File: config.mk
export PLATFORM = sky130hd
export DESIGN_NAME = triangle_column_fill_rasterizer_flat
export DESIGN_NICKNAME = d
export VERILOG_FILES = /design/src/rtl/core/tcf_pkg.sv /design/src/rtl/core/tcf_if.sv /design/src/rtl/core/tcf_init.sv /design/src/rtl/core/tcf_step.sv /design/src/rtl/core/triangle_column_fill_rasterizer.sv /design/src/flat_wrapper.sv
export SDC_FILE = /design/constraint.sdc
export NUM_CORES = 2
export LEC_CHECK = 0
export BUFFER_PORTS_ARGS = -buffer_cell sky130_fd_sc_hd__buf_2
export CAP_MARGIN = 20
export CORE_MARGIN = 3
export CORE_UTILIZATION = 58
export CTS_BUF_LIST = sky130_fd_sc_hd__clkbuf_8
export DETAILED_ROUTE_END_ITERATION = 8
export PLACE_DENSITY = 0.85
export SYNTH_ARGS = -nofsm -noshare
export SYNTH_HDL_FRONTEND = slang
export SYNTH_SLANG_ARGS = --single-unit
File: constraint.sdc
create_clock -name clk -period 11.7 [get_ports clk]
set_clock_uncertainty 0.1 [all_clocks]
set_input_delay 2.34 -clock clk [delete_from_list [all_inputs] [get_ports clk]]
set_output_delay 2.34 -clock clk [all_outputs]
set_load 0.03 [all_outputs]
File: src/rtl/core/tcf_pkg.sv
// shared types, widths and codes of the triangle column-fill rasterizer
package tcf_pkg;

  localparam int CoordBits = 16;
  localparam int ErrBits   = CoordBits + 2;
  localparam int FieldBits = 16;
  localparam int ColorBits = 24;

  // command codes on the input channel
  localparam logic CmdStart = 1'b0;
  localparam logic CmdNext  = 1'b1;

  // result kind codes
  localparam logic KindPixel = 1'b0;
  localparam logic KindEnd   = 1'b1;

  typedef logic [CoordBits-1:0]      coord_t;
  typedef logic signed [ErrBits-1:0] err_t;

  // one bresenham edge walker
  typedef struct packed {
    coord_t x;
    coord_t y;
    coord_t end_x;
    coord_t end_y;
    coord_t span_x;
    coord_t span_y;
    err_t   err;
    logic   neg_x;
    logic   neg_y;
  } walk_t;

endpackage

File: src/rtl/core/tcf_if.sv
// valid/ready channel interfaces for commands and pixels
interface tcf_in_if;
  logic                             valid;
  logic                             ready;
  logic                             cmd;
  logic [tcf_pkg::FieldBits-1:0]    ax;
  logic [tcf_pkg::FieldBits-1:0]    ay;
  logic [tcf_pkg::FieldBits-1:0]    bx;
  logic [tcf_pkg::FieldBits-1:0]    by;
  logic [tcf_pkg::FieldBits-1:0]    cx;
  logic [tcf_pkg::FieldBits-1:0]    cy;

  modport source (output valid, cmd, ax, ay, bx, by, cx, cy, input ready);
  modport sink (input valid, cmd, ax, ay, bx, by, cx, cy, output ready);
endinterface

interface tcf_out_if;
  logic                             valid;
  logic                             ready;
  logic                             kind;
  logic [tcf_pkg::FieldBits-1:0]    px;
  logic [tcf_pkg::FieldBits-1:0]    py;
  logic [tcf_pkg::ColorBits-1:0]    pcolor;

  modport source (output valid, kind, px, py, pcolor, input ready);
  modport sink (input valid, kind, px, py, pcolor, output ready);
endinterface

File: src/rtl/core/tcf_init.sv
// edge walker setup from a start and an end point
module tcf_init (
  input  tcf_pkg::coord_t x0,
  input  tcf_pkg::coord_t y0,
  input  tcf_pkg::coord_t x1,
  input  tcf_pkg::coord_t y1,
  output tcf_pkg::walk_t  w
);

  always_comb begin
    w.x      = x0;
    w.y      = y0;
    w.end_x  = x1;
    w.end_y  = y1;
    w.neg_x  = x0 > x1;
    w.neg_y  = y0 > y1;
    w.span_x = (x0 > x1) ? x0 - x1 : x1 - x0;
    w.span_y = (y0 > y1) ? y0 - y1 : y1 - y0;
    if (w.span_x > w.span_y) begin
      w.err = $signed({2'b00, w.span_x >> 1});
    end else begin
      w.err = -$signed({2'b00, w.span_y >> 1});
    end
  end

endmodule

File: src/rtl/core/tcf_step.sv
// shared bresenham step unit, one walker step per use
module tcf_step (
  input  tcf_pkg::walk_t cur,
  output tcf_pkg::walk_t nxt,
  output logic           moved
);

  logic          at_end;
  logic          step_x;
  logic          step_y;
  tcf_pkg::err_t sx_e;
  tcf_pkg::err_t sy_e;
  tcf_pkg::err_t err_a;

  always_comb begin
    sx_e   = $signed({2'b00, cur.span_x});
    sy_e   = $signed({2'b00, cur.span_y});
    at_end = (cur.x == cur.end_x) && (cur.y == cur.end_y);
    step_x = cur.err > -sx_e;
    step_y = cur.err < sy_e;
    err_a  = step_x ? cur.err - sy_e : cur.err;
    nxt    = cur;
    moved  = !at_end;
    if (!at_end) begin
      if (step_x) begin
        nxt.x = cur.neg_x ? cur.x - 1'b1 : cur.x + 1'b1;
      end
      if (step_y) begin
        nxt.y = cur.neg_y ? cur.y - 1'b1 : cur.y + 1'b1;
      end
      nxt.err = step_y ? err_a + sx_e : err_a;
    end
  end

endmodule

File: src/rtl/core/triangle_column_fill_rasterizer.sv
// top level: triangle column-fill rasterizer with shared edge step unit
//
//   channel   dir  beat payload                  role
//   cmd_ch    in   cmd, ax, ay, bx, by, cx, cy   start a triangle or ask for next pixel
//   pix_ch    out  kind, px, py, pcolor          one pixel or the end marker
//   cfg       in   cfg_we, cfg_data              draw_color register write
//
// a start beat runs 3 compare-swap steps to sort the vertices by x, then 3 setup steps,
// one per walker, before the input is ready again
// a next beat passes the run and put states for a stored pixel or the end marker; each
// walker step and each short edge that runs out adds a run state, and each new column
// adds the long-edge advance and the fill setup states
// reset is synchronous, clears the sequencer, phase, output valid and draw_color
// a pending pixel sits in the output register; the next beat is taken meanwhile
// and only its own result waits for the output register to drain
module triangle_column_fill_rasterizer (
  input  logic                          clk,
  input  logic                          rst,
  input  logic                          cfg_we,
  input  logic [tcf_pkg::ColorBits-1:0] cfg_data,
  tcf_in_if.sink                        cmd_ch,
  tcf_out_if.source                     pix_ch
);

  // sequencer codes
  localparam logic [2:0] SqWait = 3'd0;
  localparam logic [2:0] SqSort = 3'd1;
  localparam logic [2:0] SqInit = 3'd2;
  localparam logic [2:0] SqRun  = 3'd3;
  localparam logic [2:0] SqLong = 3'd4;
  localparam logic [2:0] SqFset = 3'd5;
  localparam logic [2:0] SqPut  = 3'd6;

  // triangle phase codes
  localparam logic [2:0] PhIdle   = 3'd0;
  localparam logic [2:0] PhFirst  = 3'd1;
  localparam logic [2:0] PhWalkAb = 3'd2;
  localparam logic [2:0] PhWalkBc = 3'd3;
  localparam logic [2:0] PhFillAb = 3'd4;
  localparam logic [2:0] PhFillBc = 3'd5;
  localparam logic [2:0] PhDone   = 3'd6;

  // walker select codes
  localparam logic [1:0] WSelAb   = 2'd0;
  localparam logic [1:0] WSelBc   = 2'd1;
  localparam logic [1:0] WSelLong = 2'd2;

  localparam logic [1:0] LastStep = 2'd2;

  logic [2:0]                    sq;
  logic [1:0]                    cnt;
  logic [2:0]                    phase;
  logic [tcf_pkg::ColorBits-1:0] draw_color;

  // vertex registers, sorted in place
  tcf_pkg::coord_t vx0, vy0, vx1, vy1, vx2, vy2;

  // edge walkers: a-b, b-c and the long edge a-c
  tcf_pkg::walk_t w0, w1, w2;

  tcf_pkg::coord_t last_column;
  tcf_pkg::coord_t fill_x;
  tcf_pkg::coord_t fill_y;
  tcf_pkg::coord_t fill_y_end;

  // result waiting for the output register
  logic                          res_kind;
  logic [tcf_pkg::FieldBits-1:0] res_x;
  logic [tcf_pkg::FieldBits-1:0] res_y;
  logic [tcf_pkg::ColorBits-1:0] res_color;

  // output register
  logic                          out_valid;
  logic                          out_kind;
  logic [tcf_pkg::FieldBits-1:0] out_px;
  logic [tcf_pkg::FieldBits-1:0] out_py;
  logic [tcf_pkg::ColorBits-1:0] out_color;
  // output register loads from the put state
  logic                          put_fire;

  // compare-swap and setup operands
  tcf_pkg::coord_t sa_x, sb_x;
  logic            swap;
  tcf_pkg::coord_t ia_x, ia_y, ib_x, ib_y;
  tcf_pkg::walk_t  init_w;

  // step unit operands
  logic [1:0]      wsel;
  tcf_pkg::walk_t  cur;
  tcf_pkg::walk_t  nxt;
  logic            moved;
  tcf_pkg::coord_t y_lo, y_hi;
  logic            fill_done;

  assign cmd_ch.ready  = (sq == SqWait);
  assign pix_ch.valid  = out_valid;
  assign pix_ch.kind   = out_kind;
  assign pix_ch.px     = out_px;
  assign pix_ch.py     = out_py;
  assign pix_ch.pcolor = out_color;

  assign put_fire = (sq == SqPut) && (!out_valid || pix_ch.ready);

  // sort network: (a,c), (b,c), (a,b), swap on strict less-than
  always_comb begin
    case (cnt)
      2'd0: begin
        sa_x = vx0;
        sb_x = vx2;
      end
      2'd1: begin
        sa_x = vx1;
        sb_x = vx2;
      end
      default: begin
        sa_x = vx0;
        sb_x = vx1;
      end
    endcase
    swap = sb_x < sa_x;
  end

  // walker setup end points
  always_comb begin
    case (cnt)
      2'd0: begin
        ia_x = vx0;
        ia_y = vy0;
        ib_x = vx1;
        ib_y = vy1;
      end
      2'd1: begin
        ia_x = vx1;
        ia_y = vy1;
        ib_x = vx2;
        ib_y = vy2;
      end
      default: begin
        ia_x = vx0;
        ia_y = vy0;
        ib_x = vx2;
        ib_y = vy2;
      end
    endcase
  end

  tcf_init u_init (
    .x0 (ia_x),
    .y0 (ia_y),
    .x1 (ib_x),
    .y1 (ib_y),
    .w  (init_w)
  );

  // pick the walker that the step unit works on
  always_comb begin
    if (sq == SqLong) begin
      wsel = WSelLong;
    end else if (phase == PhWalkBc) begin
      wsel = WSelBc;
    end else begin
      wsel = WSelAb;
    end
    case (wsel)
      WSelAb:  cur = w0;
      WSelBc:  cur = w1;
      default: cur = w2;
    endcase
  end

  tcf_step u_step (
    .cur   (cur),
    .nxt   (nxt),
    .moved (moved)
  );

  // column span between the short edge and the long edge
  always_comb begin
    y_lo      = (cur.y < w2.y) ? cur.y : w2.y;
    y_hi      = (cur.y < w2.y) ? w2.y : cur.y;
    fill_done = fill_y >= fill_y_end;
  end

  always_ff @(posedge clk) begin
    if (rst) begin
      sq         <= SqWait;
      cnt        <= '0;
      phase      <= PhIdle;
      out_valid  <= 1'b0;
      draw_color <= '0;
    end else begin
      if (cfg_we) begin
        draw_color <= cfg_data;
      end
      if (put_fire) begin
        out_valid <= 1'b1;
      end else if (out_valid && pix_ch.ready) begin
        out_valid <= 1'b0;
      end
      case (sq)
        SqWait: begin
          if (cmd_ch.valid) begin
            if (cmd_ch.cmd == tcf_pkg::CmdStart) begin
              vx0         <= cmd_ch.ax[tcf_pkg::CoordBits-1:0];
              vy0         <= cmd_ch.ay[tcf_pkg::CoordBits-1:0];
              vx1         <= cmd_ch.bx[tcf_pkg::CoordBits-1:0];
              vy1         <= cmd_ch.by[tcf_pkg::CoordBits-1:0];
              vx2         <= cmd_ch.cx[tcf_pkg::CoordBits-1:0];
              vy2         <= cmd_ch.cy[tcf_pkg::CoordBits-1:0];
              last_column <= '0;
              fill_x      <= '0;
              fill_y      <= '0;
              fill_y_end  <= '0;
              phase       <= PhFirst;
              cnt         <= '0;
              sq          <= SqSort;
            end else begin
              sq <= SqRun;
            end
          end
        end
        SqSort: begin
          if (swap) begin
            case (cnt)
              2'd0: begin
                vx0 <= vx2;
                vx2 <= vx0;
                vy0 <= vy2;
                vy2 <= vy0;
              end
              2'd1: begin
                vx1 <= vx2;
                vx2 <= vx1;
                vy1 <= vy2;
                vy2 <= vy1;
              end
              default: begin
                vx0 <= vx1;
                vx1 <= vx0;
                vy0 <= vy1;
                vy1 <= vy0;
              end
            endcase
          end
          if (cnt == LastStep) begin
            cnt <= '0;
            sq  <= SqInit;
          end else begin
            cnt <= cnt + 2'd1;
          end
        end
        SqInit: begin
          case (cnt)
            2'd0:    w0 <= init_w;
            2'd1:    w1 <= init_w;
            default: w2 <= init_w;
          endcase
          if (cnt == LastStep) begin
            cnt <= '0;
            sq  <= SqWait;
          end else begin
            cnt <= cnt + 2'd1;
          end
        end
        SqRun: begin
          case (phase)
            PhFirst: begin
              // leftmost vertex, start of the long edge
              last_column <= w2.x;
              phase       <= PhWalkAb;
              res_kind    <= tcf_pkg::KindPixel;
              res_x       <= tcf_pkg::FieldBits'(w2.x);
              res_y       <= tcf_pkg::FieldBits'(w2.y);
              res_color   <= draw_color;
              sq          <= SqPut;
            end
            PhFillAb, PhFillBc: begin
              res_kind  <= tcf_pkg::KindPixel;
              res_x     <= tcf_pkg::FieldBits'(fill_x);
              res_y     <= tcf_pkg::FieldBits'(fill_y);
              res_color <= draw_color;
              if (fill_done) begin
                phase <= (phase == PhFillAb) ? PhWalkAb : PhWalkBc;
              end else begin
                fill_y <= fill_y + 1'b1;
              end
              sq <= SqPut;
            end
            PhWalkAb, PhWalkBc: begin
              if (!moved) begin
                // short edge exhausted, move on to the next one or finish
                phase <= (phase == PhWalkAb) ? PhWalkBc : PhDone;
              end else begin
                case (wsel)
                  WSelAb:  w0 <= nxt;
                  WSelBc:  w1 <= nxt;
                  default: w2 <= nxt;
                endcase
                if (nxt.x != last_column) begin
                  sq <= SqLong;
                end
              end
            end
            default: begin
              // idle, done or an unused phase code: end marker
              res_kind  <= tcf_pkg::KindEnd;
              res_x     <= '0;
              res_y     <= '0;
              res_color <= '0;
              sq        <= SqPut;
            end
          endcase
        end
        SqLong: begin
          // advance the long edge until it leaves the previous column or reaches its end point
          if ((w2.x == last_column) && moved) begin
            w2 <= nxt;
          end else begin
            sq <= SqFset;
          end
        end
        SqFset: begin
          fill_x      <= cur.x;
          last_column <= cur.x;
          fill_y      <= y_lo;
          fill_y_end  <= y_hi;
          phase       <= (phase == PhWalkAb) ? PhFillAb : PhFillBc;
          sq          <= SqRun;
        end
        SqPut: begin
          if (put_fire) begin
            out_kind  <= res_kind;
            out_px    <= res_x;
            out_py    <= res_y;
            out_color <= res_color;
            sq        <= SqWait;
          end
        end
        default: begin
          sq <= SqWait;
        end
      endcase
    end
  end

endmodule

File: src/flat_wrapper.sv
// flat-port wrapper written by rule: the top's interface ports become plain ports
module triangle_column_fill_rasterizer_flat 
  (clk, rst, cfg_we, cfg_data, cmd_ch_valid, cmd_ch_cmd, cmd_ch_ax, cmd_ch_ay, cmd_ch_bx, cmd_ch_by, cmd_ch_cx, cmd_ch_cy, cmd_ch_ready, pix_ch_valid, pix_ch_kind, pix_ch_px, pix_ch_py, pix_ch_pcolor, pix_ch_ready);
  tcf_in_if cmd_ch_i ();
  tcf_out_if pix_ch_i ();
  input  logic clk;
  input  logic rst;
  input  logic cfg_we;
  input  logic [tcf_pkg::ColorBits-1:0] cfg_data;
  input wire logic [$bits(cmd_ch_i.valid)-1:0] cmd_ch_valid;
  input wire logic [$bits(cmd_ch_i.cmd)-1:0] cmd_ch_cmd;
  input wire logic [$bits(cmd_ch_i.ax)-1:0] cmd_ch_ax;
  input wire logic [$bits(cmd_ch_i.ay)-1:0] cmd_ch_ay;
  input wire logic [$bits(cmd_ch_i.bx)-1:0] cmd_ch_bx;
  input wire logic [$bits(cmd_ch_i.by)-1:0] cmd_ch_by;
  input wire logic [$bits(cmd_ch_i.cx)-1:0] cmd_ch_cx;
  input wire logic [$bits(cmd_ch_i.cy)-1:0] cmd_ch_cy;
  output wire logic [$bits(cmd_ch_i.ready)-1:0] cmd_ch_ready;
  output wire logic [$bits(pix_ch_i.valid)-1:0] pix_ch_valid;
  output wire logic [$bits(pix_ch_i.kind)-1:0] pix_ch_kind;
  output wire logic [$bits(pix_ch_i.px)-1:0] pix_ch_px;
  output wire logic [$bits(pix_ch_i.py)-1:0] pix_ch_py;
  output wire logic [$bits(pix_ch_i.pcolor)-1:0] pix_ch_pcolor;
  input wire logic [$bits(pix_ch_i.ready)-1:0] pix_ch_ready;
  assign cmd_ch_i.valid = cmd_ch_valid;
  assign cmd_ch_i.cmd = cmd_ch_cmd;
  assign cmd_ch_i.ax = cmd_ch_ax;
  assign cmd_ch_i.ay = cmd_ch_ay;
  assign cmd_ch_i.bx = cmd_ch_bx;
  assign cmd_ch_i.by = cmd_ch_by;
  assign cmd_ch_i.cx = cmd_ch_cx;
  assign cmd_ch_i.cy = cmd_ch_cy;
  assign cmd_ch_ready = cmd_ch_i.ready;
  assign pix_ch_valid = pix_ch_i.valid;
  assign pix_ch_kind = pix_ch_i.kind;
  assign pix_ch_px = pix_ch_i.px;
  assign pix_ch_py = pix_ch_i.py;
  assign pix_ch_pcolor = pix_ch_i.pcolor;
  assign pix_ch_i.ready = pix_ch_ready;
  triangle_column_fill_rasterizer u_core (.clk(clk), .rst(rst), .cfg_we(cfg_we), .cfg_data(cfg_data), .cmd_ch(cmd_ch_i), .pix_ch(pix_ch_i));
endmodule
# After elaboration in Yosys (flattened, before gate mapping)
# Cells that the tools add are included.
dict set report totals {
  out_inout_bits 59
  wordCells 261
  ff_bits 655
}
dict set report classes {
  order_cmp 8
  n_eq_ne 45
  n_reduce_logical 37
  bitwise_logic 2
  mux 105
  addsub 14
}
# operator n
set ops {}
lappend ops {{116-bit 2-to-1 mux} 13}
lappend ops {{116-bit one-hot mux with 2 select lines} 3}
lappend ops {{16-bit 2-to-1 mux} 36}
lappend ops {{16-bit one-hot mux with 2 select lines} 14}
lappend ops {{116-bit one-hot mux with 3 select lines} 1}
lappend ops {{16-bit one-hot mux with 3 select lines} 4}
lappend ops {{18-bit 2-to-1 mux} 4}
lappend ops {{16-bit subtractor} 4}
lappend ops {{16-bit by 1-bit adder with 16-bit output (second input constant)} 3}
lappend ops {{16-bit equality test} 3}
lappend ops {{16-bit greater-than comparator} 3}
lappend ops {{24-bit one-hot mux with 2 select lines} 1}
lappend ops {{6-bit AND reduction} 7}
lappend ops {{3-bit 2-to-1 mux} 13}
lappend ops {{16-bit < comparator} 2}
lappend ops {{32-bit 2-to-1 mux} 1}
lappend ops {{2-bit != test (second input constant)} 16}
lappend ops {{16-bit by 1-bit subtractor with 16-bit output (second input constant)} 2}
lappend ops {{3-bit one-hot mux with 7 select lines} 1}
lappend ops {{18-bit by 17-bit adder with 18-bit output} 1}
lappend ops {{18-bit greater-than comparator} 1}
lappend ops {{18-bit by 17-bit < comparator with 1-bit output} 1}
lappend ops {{15-bit negation with 18-bit output} 1}
lappend ops {{16-bit negation with 18-bit output} 1}
lappend ops {{33 further kinds} 75}

# Longest topological paths before layout
dict set report logic_depth {
  ltp_word 15
  mapped_depth 39
  ltp_nobuf 31
}

# Hierarchy
# Synthesis repeated with hierarchy kept, for this count alone.
dict set report unflattened {
  cells_unflattened 3970
  hier_area_um2 40816.6
}
# mod n_inst area_per_inst_um2 cells_each
set modules_own_cells {}
lappend modules_own_cells {triangle_column_fill_rasterizer 1 30839.6 2539}
lappend modules_own_cells {tcf_step 1 5206.2 757}
lappend modules_own_cells {tcf_init 1 4770.8 674}

# Worst setup path after synthesis
# Ideal clock, no wire load.
dict set report synth_timing {
  path_type {register -> register}
  start {register u_core.phase[1]}
  end {register u_core.w1[0] (netlist name), enable pin}
  path_slack_ns 0.389
  arrival_ns 10.479
  period_less_slack_ns 11.311
  required_time_ns 10.867
  path_stages_with_launch 13
  cell_sequence {dfxtp_1 > buf_2 > and3b_1 > buf_2 > buf_2 > buf_2 > buf_1 > buf_2 > buf_2 > buf_1 > buf_1 > a31oi_1 > nor3_1}
}
dict set report synth_between {
  elab_chain_cells 9
  elab_cells_between_ends 15
  cone_classes {eq/ne: 8; mux: 3; reduce/logical: 4}
}
# element line_no
set synth_rtl {}
lappend synth_rtl {{start, declared} triangle_column_fill_rasterizer.sv:52} ;# logic [2:0] phase;
lappend synth_rtl {{start signal, assigned} triangle_column_fill_rasterizer.sv:188} ;# phase <= PhIdle;
lappend synth_rtl {{start signal, assigned} triangle_column_fill_rasterizer.sv:214} ;# phase <= PhFirst;
lappend synth_rtl {{start signal, assigned} triangle_column_fill_rasterizer.sv:270} ;# phase <= PhWalkAb;
lappend synth_rtl {{3-bit by 2-bit equality test with 1-bit output} {triangle_column_fill_rasterizer.sv:159, triangle_column_fill_rasterizer.sv:266}}
lappend synth_rtl {{1-bit 2-to-1 mux} triangle_column_fill_rasterizer.sv:159} ;# end else if (phase == PhWalkBc) begin
lappend synth_rtl {{2-bit 2-to-1 mux} triangle_column_fill_rasterizer.sv:157} ;# if (sq == SqLong) begin
lappend synth_rtl {{2-bit by 1-bit equality test with 1-bit output / 2-bit zero test (equally long branches)} {triangle_column_fill_rasterizer.sv:164, triangle_column_fill_rasterizer.sv:294}}
lappend synth_rtl {{116-bit one-hot mux with 2 select lines} triangle_column_fill_rasterizer.sv:164} ;# case (wsel)
lappend synth_rtl {{16-bit equality test} tcf_step.sv:18} ;# at_end = (cur.x == cur.end_x) && (cur.y == cur.end_y);
lappend synth_rtl {{1-bit logical AND} tcf_step.sv:18}
lappend synth_rtl {{2-bit != test (no line)} n/a}
lappend synth_rtl {{6-bit AND reduction (no line) *} n/a}
lappend synth_rtl {{end signal, assigned} triangle_column_fill_rasterizer.sv:255} ;# 2'd1: w1 <= init_w;
lappend synth_rtl {{end signal, assigned} triangle_column_fill_rasterizer.sv:296} ;# WSelBc: w1 <= nxt;
lappend synth_rtl {{end, declared} triangle_column_fill_rasterizer.sv:59} ;# tcf_pkg::walk_t w0, w1, w2;
# Every way passes the cells marked *; elsewhere a longest branch is shown, timed or not.
# A chain may end at the register's enable or synchronous reset.

# Final worst setup path
dict set report layout_timing {
  start {register u_core.sq[2]}
  end {register u_core.w2[18] (netlist name) (data pin)}
}
dict set report layout_between {
  elab_chain_cells 14
  elab_cells_between_ends 23
  cone_classes {add/sub: 3; order compare: 2; eq/ne: 6; mux: 10; reduce/logical: 2}
}
# element line_no
set layout_rtl {}
lappend layout_rtl {{start, declared} triangle_column_fill_rasterizer.sv:50} ;# logic [2:0] sq;
lappend layout_rtl {{start signal, assigned} triangle_column_fill_rasterizer.sv:186} ;# sq <= SqWait;
lappend layout_rtl {{start signal, assigned} triangle_column_fill_rasterizer.sv:216} ;# sq <= SqSort;
lappend layout_rtl {{start signal, assigned} triangle_column_fill_rasterizer.sv:218} ;# sq <= SqRun;
lappend layout_rtl {{3-bit equality test} {triangle_column_fill_rasterizer.sv:157, triangle_column_fill_rasterizer.sv:200}}
lappend layout_rtl {{2-bit 2-to-1 mux} triangle_column_fill_rasterizer.sv:157}
lappend layout_rtl {{2-bit by 1-bit equality test with 1-bit output / 2-bit zero test (equally long branches)} triangle_column_fill_rasterizer.sv:164}
lappend layout_rtl {{116-bit one-hot mux with 2 select lines} triangle_column_fill_rasterizer.sv:164}
lappend layout_rtl {{16-bit negation with 18-bit output} tcf_step.sv:19} ;# step_x = cur.err > -sx_e;
lappend layout_rtl {{18-bit greater-than comparator} tcf_step.sv:19}
lappend layout_rtl {{18-bit 2-to-1 mux} tcf_step.sv:21} ;# err_a = step_x ? cur.err - sy_e : cur.err;
lappend layout_rtl {{18-bit by 17-bit adder with 18-bit output} tcf_step.sv:31} ;# nxt.err = step_y ? err_a + sx_e : err_a;
lappend layout_rtl {{18-bit 2-to-1 mux} tcf_step.sv:31}
lappend layout_rtl {{18-bit 2-to-1 mux} tcf_step.sv:24} ;# if (!at_end) begin
lappend layout_rtl {{116-bit 2-to-1 mux} triangle_column_fill_rasterizer.sv:294} ;# case (wsel)
lappend layout_rtl {{116-bit 2-to-1 mux} triangle_column_fill_rasterizer.sv:290} ;# if (!moved) begin
lappend layout_rtl {{116-bit 2-to-1 mux} triangle_column_fill_rasterizer.sv:266} ;# case (phase)
lappend layout_rtl {{116-bit one-hot mux with 3 select lines *} triangle_column_fill_rasterizer.sv:200} ;# case (sq)
lappend layout_rtl {{end signal, assigned} triangle_column_fill_rasterizer.sv:256} ;# default: w2 <= init_w;
lappend layout_rtl {{end signal, assigned} triangle_column_fill_rasterizer.sv:297} ;# default: w2 <= nxt;
lappend layout_rtl {{end signal, assigned} triangle_column_fill_rasterizer.sv:317} ;# w2 <= nxt;
lappend layout_rtl {{end, declared} triangle_column_fill_rasterizer.sv:59}
# Every way passes the cells marked *; elsewhere a longest branch is shown, timed or not. The select of a mux whose other input is x is not followed.

==> parameters.txt <==
Parameter                              Value

Global route
  Global-route wire length before repair ... 179.9 mm
  Largest net degree at the start of global routing ... 124
  Initial antenna violation count ... 4
  Number of global-route vias before repair ... 32,091
  Sum of overflow across all layers after global routing ... 0
  Gr usage total ... 31.20%

Min path
  Worst hold path cell count ... 0
  Destination of the worst hold path ... u_core.pix_ch.pcolor[8]$_DFFE_PP_
  Worst hold-check path type ... flip-flop to flip-flop
  Hold Startpoint ... u_core.res_color[8]$_SDFFCE_PP0P_

Clock tree
  Clk slew on worst S/H paths ... 0.06 ns
  CTS root buf ... sky130_fd_sc_hd__clkbuf_8
  Clock tree from TritonCTS ... yes
  Hold buffer count at cts ... 0
  Clock latency reported for the late side of the worst-skew pair ... 0.76 ns
  Max H-tree Level ... 3
  Inserted Clock Buffers ... 107
  Number of cells upsized or downsized after cts ... 0
  Number of clock sinks ... 655
  Clock tree buffer depth ... 3
  Post-CTS Repair Setup Buffers ... 0

Synth
  Syn_area_per_cell ... 10.11 um^2
  Biggest area contributors in the synthesized netlist ... sky130_fd_sc_hd__edfxtp_1 (46%), sky130_fd_sc_hd__mux2i_1 (6.9%), sky130_fd_sc_hd__ha_1 (6.3%)
  Synth Cell Area ... 0.04077 mm^2
  Top cell type's share of synthesized area ... 45.82%
  Post-synthesis cell type with the largest combined area ... sky130_fd_sc_hd__edfxtp_1
  Post-synthesis instance total ... 4,032
  Commonest cells in the netlist ... sky130_fd_sc_hd__edfxtp_1 (622), sky130_fd_sc_hd__a21oi_1 (490), sky130_fd_sc_hd__nand2_1 (413), sky130_fd_sc_hd__nor2_1 (375), sky130_fd_sc_hd__mux2i_1 (283)
  Share of synthesized registers carrying an async set or reset ... 0%
  Number of flip-flops and latches in the synthesized netlist ... 655
  Cell with the most instances after synthesis ... sky130_fd_sc_hd__edfxtp_1
  Post-Syn Nets ... 4,372
  Sequential area share after synthesis ... 47.44%
  Number of distinct library cells after synthesis ... 98
  Post-synth EDFFs ... 622
  Count of yosys warnings during synthesis ... 0
  Most common flop cell mapped by yosys ... sky130_fd_sc_hd__edfxtp_1

Worst setup path
  Maximum fanout along the worst path ... 24
  Cell repeated most along the worst path ... sky130_fd_sc_hd__a21oi_1
  Arrival time of the worst setup path ... 9.32 ns
  Total buffers and inverters traversed by the critical path ... 2
  CP Data Required Time ... 12.05 ns
  Standard cell with the maximum stage delay on the critical path ... sky130_fd_sc_hd__dfxtp_1
  Crit path capture type ... flip-flop
  FF-to-FF Start ... u_core.sq[2]$_SDFFE_PP0P_
  Endpoint of the most critical register-to-register path ... u_core.w2[18]$_DFFE_PP_
  Worst Setup Path Type ... flip-flop to flip-flop
  Top cell family by delay on the critical path ... simple AND/OR/NAND/NOR gates
  Stage delay of the slowest cell on the critical path ... 0.79 ns
  Worst R2R Setup Slack ... 2.73 ns
  Worst reg-to-reg path cell count ... 29
  Worst setup SP type ... flip-flop

Die
  Die area ... 0.07351 mm^2
  Effective utilization at floorplan ... 59.03%
  Die Y ... 271.1 um
  Num rows ... 96
  DIE WIDTH ... 271.1 um
  Boundary Pins ... 185
  Area of the placeable core ... 0.06907 mm^2

Placed design
  Post-DP HPWL ... 82.98 mm
  Weighted congestion reported at the end of routability-driven placement ... 1.002
  Buffers on Ports ... 184
  Worst slack, placed ... 2.845 ns

Detailed routing
  Remaining antenna violation count after routing ... 0
  DR vias/cell ... 6.356
  Drt drc ... 0
  Post-Route WL ... 117.9 mm
  Vias ... 32,971
  First-iteration detailed-routing DRC count ... 4,295
  Routed len/inst ... 22.74 um
  Number of iterations in the first detailed-routing pass ... 7

Timing
  Hold violation total from the final report ... 0
  Unrepaired setup endpoints after global routing ... false
  Max frequency ... 111.5 MHz
  Post-route setup TNS ... 0 ns
  Final Max Tran Viols ... 0
  Share of the cycle needed by the critical path after routing ... 76.69%
  Actual slew at the worst max-slew pin ... 1.209 ns
  Shortest period the worst path allows ... 8.972 ns
  Worst slew margin ... 19.18%
  Crit path setup slack, layout ... 2.728 ns
  Final setup violation count ... 0

Run status
  Status ... finished, final reports clean

Final layout
  Fraction of final layout cells sized beyond drive strength 1 ... 11.94%
  Synth-to-layout area growth ... 9.517%
  Total number of nets in the final design ... 4,512

Run
  Max-cap check violation count ... 0
[through the flow]
step | utilization [%] | hold WS [ns] | cell area [um^2] | std cells
after floorplan | - | 0.3003 | 40770 | 4032
after global placement | 61.61 | 0.3004 | 42550 | 4992
after detailed placement | 61.62 | 0.3045 | 42560 | 4993
after CTS | 64.62 | 0.3150 | 44630 | 5184
after global routing | 64.64 | 0.3163 | 44650 | 5187
final | 64.64 | 0.2957 | 44650 | 5187
[layout by cell type, fill, tap and decap left out, types with 36 or more instances in the layout]
cell type	Yosys	layout
sky130_fd_sc_hd__a31oi_1	64	64
sky130_fd_sc_hd__mux2i_1	283	283
sky130_fd_sc_hd__nand2_1	413	411
sky130_fd_sc_hd__and2_1	69	69
sky130_fd_sc_hd__xor2_1	106	106
sky130_fd_sc_hd__nand3_1	50	49
sky130_fd_sc_hd__buf_4	5	65
sky130_fd_sc_hd__nor3_1	41	36
sky130_fd_sc_hd__nand4_1	36	36
sky130_fd_sc_hd__buf_2	36	184
sky130_fd_sc_hd__o21ai_0	158	158
sky130_fd_sc_hd__clkbuf_8	0	120
sky130_fd_sc_hd__xnor2_1	119	119
sky130_fd_sc_hd__inv_1	175	202
sky130_fd_sc_hd__ha_1	206	206
sky130_fd_sc_hd__nor2_1	375	372
sky130_fd_sc_hd__a21oi_1	490	489
sky130_fd_sc_hd__edfxtp_1	622	622
sky130_fd_sc_hd__a21o_1	88	88
[flip-flops by register name, indices dropped and copies added, names as in the netlist, 2 cells and up]
signal / count
u_core.res_x: 16
u_core.res_color: 24
u_core.fill_x: 16
u_core.vx2: 16
u_core.vy2: 16
u_core.sq: 3
u_core.draw_color: 24
u_core.w0: 116
u_core.w1: 116
u_core.phase: 3
u_core.pix_ch.pcolor: 24
u_core.w2: 116
u_core.fill_y_end: 16
u_core.vy0: 16
u_core.cnt: 2
u_core.pix_ch.py: 16
u_core.vx1: 16
u_core.fill_y: 16
u_core.vx0: 16
u_core.vy1: 16
u_core.pix_ch.px: 16
u_core.last_column: 16
u_core.res_y: 16
[cells by family (layout without fill, tap and decap cells)]
logic type / count (synthesis) / count (layout) / synth area share [%]
xor+xnor: 227 / 227 / 4.932
mux: 315 / 315 / 7.884
other cells: 0 / 2 / 0
fa+ha+maj: 215 / 215 / 6.740
simple gates: 1135 / 1135 / 12.61
compound gates: 1086 / 1086 / 16.44
buf+inv: 399 / 621 / 3.959
flops: 655 / 655 / 47.44
[worst max-delay path by stage]
stage	from	end	slack, ns	depth (start not counted)
final	u_core.sq[2]$_SDFFE_PP0P_	u_core.w2[18]$_DFFE_PP_	2.73	29
after global routing	u_core.sq[2]$_SDFFE_PP0P_	u_core.w2[18]$_DFFE_PP_	2.09	29
after CTS	u_core.sq[2]$_SDFFE_PP0P_	u_core.w2[18]$_DFFE_PP_	2.72	28
after detailed placement	u_core.sq[2]$_SDFFE_PP0P_	u_core.w2[18]$_DFFE_PP_	2.84	28
after global placement	u_core.sq[2]$_SDFFE_PP0P_	u_core.w2[18]$_DFFE_PP_	3.06	28
after floorplan	u_core.phase[1]$_SDFFE_PP0P_	u_core.w1[0]$_DFFE_PP_	0.39	12
[final cells by class]
class | count | area (um^2)
fill | 5241 | 24420
multi-input combinational | 2978 | 19940
sequential | 655 | 19340
clock buffer | 120 | 1652
timing repair buffer | 252 | 1461
tap | 931 | 1165
inverter | 178 | 668.1
clock inverter | 71 | 421.7
antenna | 2 | 5.005
[layer usage]
layer / global-route usage [%] / vias up / routed length [um]
met1: 41.61 / 15446 / 45660
met2: 47.70 / 2180 / 51590
met5: 0 / - / 16
li1: - / 15025 / -
met4: 14.25 / 4 / 5246
met3: 8.469 / 316 / 15430
Power is left out: the tool's default activity adds up to more than one toggle a clock period on the data nets, which glitch-free logic cannot reach.
